<file path="src/design/rti_pkg.sv">
// Shared types and constants for the ray/triangle intersection pipeline.
// No dependencies; every design file imports this package.
package rti_pkg;

  // Coordinate width and the exact widths of the intermediate terms
  localparam int CW    = 32;
  localparam int EW    = CW + 1;
  localparam int XW    = 2 * EW + 1;
  localparam int DOTW  = 3 * EW + 3;
  localparam int NUMW  = EW + DOTW;
  localparam int QW    = EW;
  localparam int MULCW = 32;

  // Configuration register indexes
  localparam int CFG_IDX_W = 3;
  localparam logic [CFG_IDX_W-1:0] REG_ORIGIN_X = 3'd0;
  localparam logic [CFG_IDX_W-1:0] REG_ORIGIN_Y = 3'd1;
  localparam logic [CFG_IDX_W-1:0] REG_ORIGIN_Z = 3'd2;
  localparam logic [CFG_IDX_W-1:0] REG_DIR_X    = 3'd3;
  localparam logic [CFG_IDX_W-1:0] REG_DIR_Y    = 3'd4;
  localparam logic [CFG_IDX_W-1:0] REG_DIR_Z    = 3'd5;

  typedef struct packed {
    logic signed [CW-1:0] a_x;
    logic signed [CW-1:0] a_y;
    logic signed [CW-1:0] a_z;
    logic signed [CW-1:0] b_x;
    logic signed [CW-1:0] b_y;
    logic signed [CW-1:0] b_z;
    logic signed [CW-1:0] c_x;
    logic signed [CW-1:0] c_y;
    logic signed [CW-1:0] c_z;
  } rti_in_t;

  typedef struct packed {
    logic                 hit;
    logic signed [CW-1:0] point_x;
    logic signed [CW-1:0] point_y;
    logic signed [CW-1:0] point_z;
  } rti_out_t;

  // Side flags that ride along the divider stages
  typedef struct packed {
    logic       hit;
    logic [2:0] neg;
  } rti_tag_t;

endpackage

</file>
<file path="src/design/rti_mul.sv">
// Two-stage signed multiplier: partial products of a by chunks of b of at most 34 bits, then a sum.
// Depends on rti_pkg for the partial product chunk width.
module rti_mul #(
  parameter int AW = 33,
  parameter int BW = 33
) (
  input  logic                 clk,
  input  logic signed [AW-1:0] a,
  input  logic signed [BW-1:0] b,
  output logic signed [AW+BW-1:0] p
);
  import rti_pkg::*;

  localparam int NC  = (BW - 3) / MULCW + 1;
  localparam int TW  = BW - MULCW * (NC - 1);
  localparam int PPW = AW + ((TW > MULCW + 1) ? TW : MULCW + 1);

  logic signed [PPW-1:0]    pp_r [NC];
  logic signed [AW+BW-1:0]  acc;

  // Stage one: one partial product per chunk of b, low chunks unsigned
  for (genvar g = 0; g < NC; g++) begin : g_pp
    if (g < NC - 1) begin : g_lo
      always_ff @(posedge clk) begin
        pp_r[g] <= PPW'(a) * PPW'($signed({1'b0, b[g*MULCW +: MULCW]}));
      end
    end else begin : g_top
      always_ff @(posedge clk) begin
        pp_r[g] <= PPW'(a) * PPW'($signed(b[BW-1:g*MULCW]));
      end
    end
  end

  // Stage two: align and add the partial products
  always_comb begin
    acc = '0;
    for (int i = 0; i < NC; i++) begin
      acc = acc + ((AW+BW)'(pp_r[i]) <<< (i * MULCW));
    end
  end

  always_ff @(posedge clk) begin
    p <= acc;
  end

endmodule

</file>
<file path="config.mk">
export PLATFORM = sky130hd
export DESIGN_NAME = rti_mul
export DESIGN_NICKNAME = d
export VERILOG_FILES = /design/src/design/rti_pkg.sv /design/src/design/rti_mul.sv
export SDC_FILE = /design/constraint.sdc
export NUM_CORES = 2
export LEC_CHECK = 0
export BUFFER_PORTS_ARGS = -buffer_cell sky130_fd_sc_hd__buf_2
export CORE_MARGIN = 8
export CORE_UTILIZATION = 56
export CTS_CLUSTER_DIAMETER = 100
export DETAILED_ROUTE_END_ITERATION = 7
export PLACE_DENSITY = 0.78
export SYNTH_ARGS = -nofsm -noshare
export SYNTH_HDL_FRONTEND = slang
export SYNTH_SLANG_ARGS = --single-unit
</file>
<file path="constraint.sdc">
create_clock -name clk -period 15.3 [get_ports clk]
set_clock_uncertainty 0.05 [all_clocks]
set_input_delay 1.53 -clock clk [delete_from_list [all_inputs] [get_ports clk]]
set_output_delay 1.53 -clock clk [all_outputs]
set_load 0.02 [all_outputs]
</file>
==> metrics.txt <==
outcome=finished clean; P&R area growth vs syn=4.31%; Yosys warnings=0; TritonCTS clock tree=yes; CTS clk-pin slew, worst paths=80 ps; critical path class=in -> reg; post-synthesis sequential area ratio=6.32%; clk buf depth=2; antenna violations before repair=9; minimum clock period=10360 ps; fraction of layout instances using a drive strength above 1=around 4.5%; cell count after synthesis=approximately 4400; asr flop ratio synth=0%; Die Area=around 84000 um^2; highest net fanout along the worst path=33; TritonCTS buffer count=17; Post-route DRC=0; DP HPWL=between 80000 and 90000 um; Critical Path Start Type=input port; Total Wirelength=114000 um; RSZ-0062 raised after global routing=false; Final ANT Viol Nets=0; crit path from=a[32]; Layout Cells excl Fill=~5300; vias in the first global route=34100; DR pass1 iterations=7; Detailed Route Iter0 Violations=approximately 2100; post-synth cell types=55; largest cells by area after synthesis=fa_1 (55%), inv_1 (10%), and2_1 (8.4%); WL per Instance=roughly 21 um; # Post-CTS Setup Buffers=0; reg-to-reg startpoint=pp_r[0][57]; setup TNS=0 ps; NumNets Final=5791; Die X=just under 300 um; Die Ht=approximately 290 um; critical path capture point type=flop; Synth area leader=fa_1; Resize count post-CTS=0; Cell Rows=100; mean post-synth cell area=9.48 um^2; syn nets=about 6000; Clock Sinks=around 130; Max Cap Viol=0; WP data arrival=10670 ps; largest net degree at the start of global routing=34; Post-synth top flop=dfxtp_1; I/O Pins=about 130; input/output buffers=132; total number of vias=around 30000; worst slew pin tran=1350 ps; final hold viol count=0; synthesized area=around 42000 um^2; Placed Cells=approximately 5300; Slew Limit Fails=0; later-pin clock latency in the skew report=about 470 ps; Post-synth top cells=fa_1 (1145), inv_1 (1138), and2_1 (561); FF+latch count, synth=between 100 and 150; max frequency=96.5 MHz; gr usage total=between 20% and 30%; aggregate global routing overflow=0; r2r worst-path depth=0; Initial Util=56.4%; Finish-stage setup viols=0; Post-synth EDFFs=0; Tcrit/Tclk final=67.7%; most frequent cell after synthesis=fa_1; Core Region=about 74000 um^2; post-synth top area share=54.8%; first-pass GRT wire length=approximately 180000 um; Rel. slew slack=under 10%; clk root buf=clkbuf_16; GPL Wtd Cong=between 1 and 1.5; register-to-register setup slack=roughly 15000 ps; H-tree depth=4; worst min-delay path class=reg -> reg; worst endpoint required time=15610 ps; reg-to-reg endpoint=p[57]; hold_buf cts=0; Vias/cell=between 5 and 6; CP endpoint=pp_r[0][59]
[how the worst min path moves through the flow]
stage,start,slack (ps),depth (start not counted),end
6_report,pp_r[0][35],260,0,p[35]
5_1_grt,pp_r[0][35],270,0,p[35]
4_1_cts,pp_r[0][35],260,0,p[35]
3_5_place_dp,pp_r[0][10],260,0,p[10]
3_3_place_gp,pp_r[0][20],260,0,p[20]
2_1_floorplan,pp_r[0][0],260,0,p[0]
[final cells by class]
type | count | area [um^2]
Clock buffer | 17 | 425
Antenna cell | 4 | 10.0
Timing Repair Buffer | 157 | 848
Tap cell | 969 | 1210
Clock inverter | 15 | 161
Multi-Input combinational cell | 2916 | 34000
Fill cell | 6270 | 30600
Sequential cell | 132 | 2640
Inverter | 1138 | 4270
[routing by layer]
metal,share of wire (%),routed length (um),vias to the layer above,global-route usage [%]
li1,-,-,12500,-
met1,32,37100,15300,31.8
met2,48,55400,1604,48.8
met3,9.0,10300,535,5.59
met4,10,11600,2,23.7
met5,0.012,14,-,0
[state kept, by name, indices dropped and copies added (netlist names)]
name,cells
p,66
pp_r,66
[cell families (layout without fill, tap and decap cells)]
| kind of cell | count (synthesis) | after routing | share of synthesized area, % |
|---|---|---|---|
| adders and majority gates | 1362 | 1362 | 61.3 |
| other | 0 | 4 | 0 |
| xor gates and xnor gates | 69 | 69 | 1.45 |
| AOI/OAI and AO/OA | 216 | 216 | 3.33 |
| and+or+nand+nor | 1266 | 1266 | 15.3 |
| buffers and inverters | 1365 | 1327 | 12.3 |
| DFF | 132 | 132 | 6.32 |
| muxes | 3 | 3 | 0.0718 |
[critical path, cell delays in order]
cell       delay (ps)
buf_2             530
nand2_1           190
inv_1             170
fa_1              510
fa_1              570
fa_1              980
fa_1              570
fa_1              510
fa_1              460
fa_1              520
inv_1              50
fa_1              470
inv_1              40
ha_1              440
and3_1            370
nand3_1           260
a2111oi_0        1200
o21ai_0           510
a21oi_1           410
a311oi_1          190
xnor2_1           160
[through the flow]
stage	hold slack [ps]	instance area [um^2]	setup WS (ps)	util (%)
after global routing	274	43600	4760	58.8
after detailed placement	262	43000	4780	58.0
after CTS	262	43600	5270	58.8
after global placement	261	43000	4700	58.0
final	263	43600	4940	58.8
after floorplan	260	41800	6480	-
[layout by cell type (no fill, tap or decap), types with 11 or more instances in the layout]
cell	n
o21ai_0	40
nor2_1	53
buf_2	132
buf_4	25
a21o_1	27
dfxtp_1	132
nand4_1	13
nor2b_1	12
xor2_1	15
nand2b_1	11
nand3_1	22
xnor2_1	54
nor3_1	16
and2_1	561
a21oi_1	68
ha_1	217
clkbuf_16	17
fa_1	1145
nand2_1	550
inv_1	1137
Power is left out: the tool's default activity adds up to more than one toggle a clock period on the data nets, which glitch-free logic cannot reach.
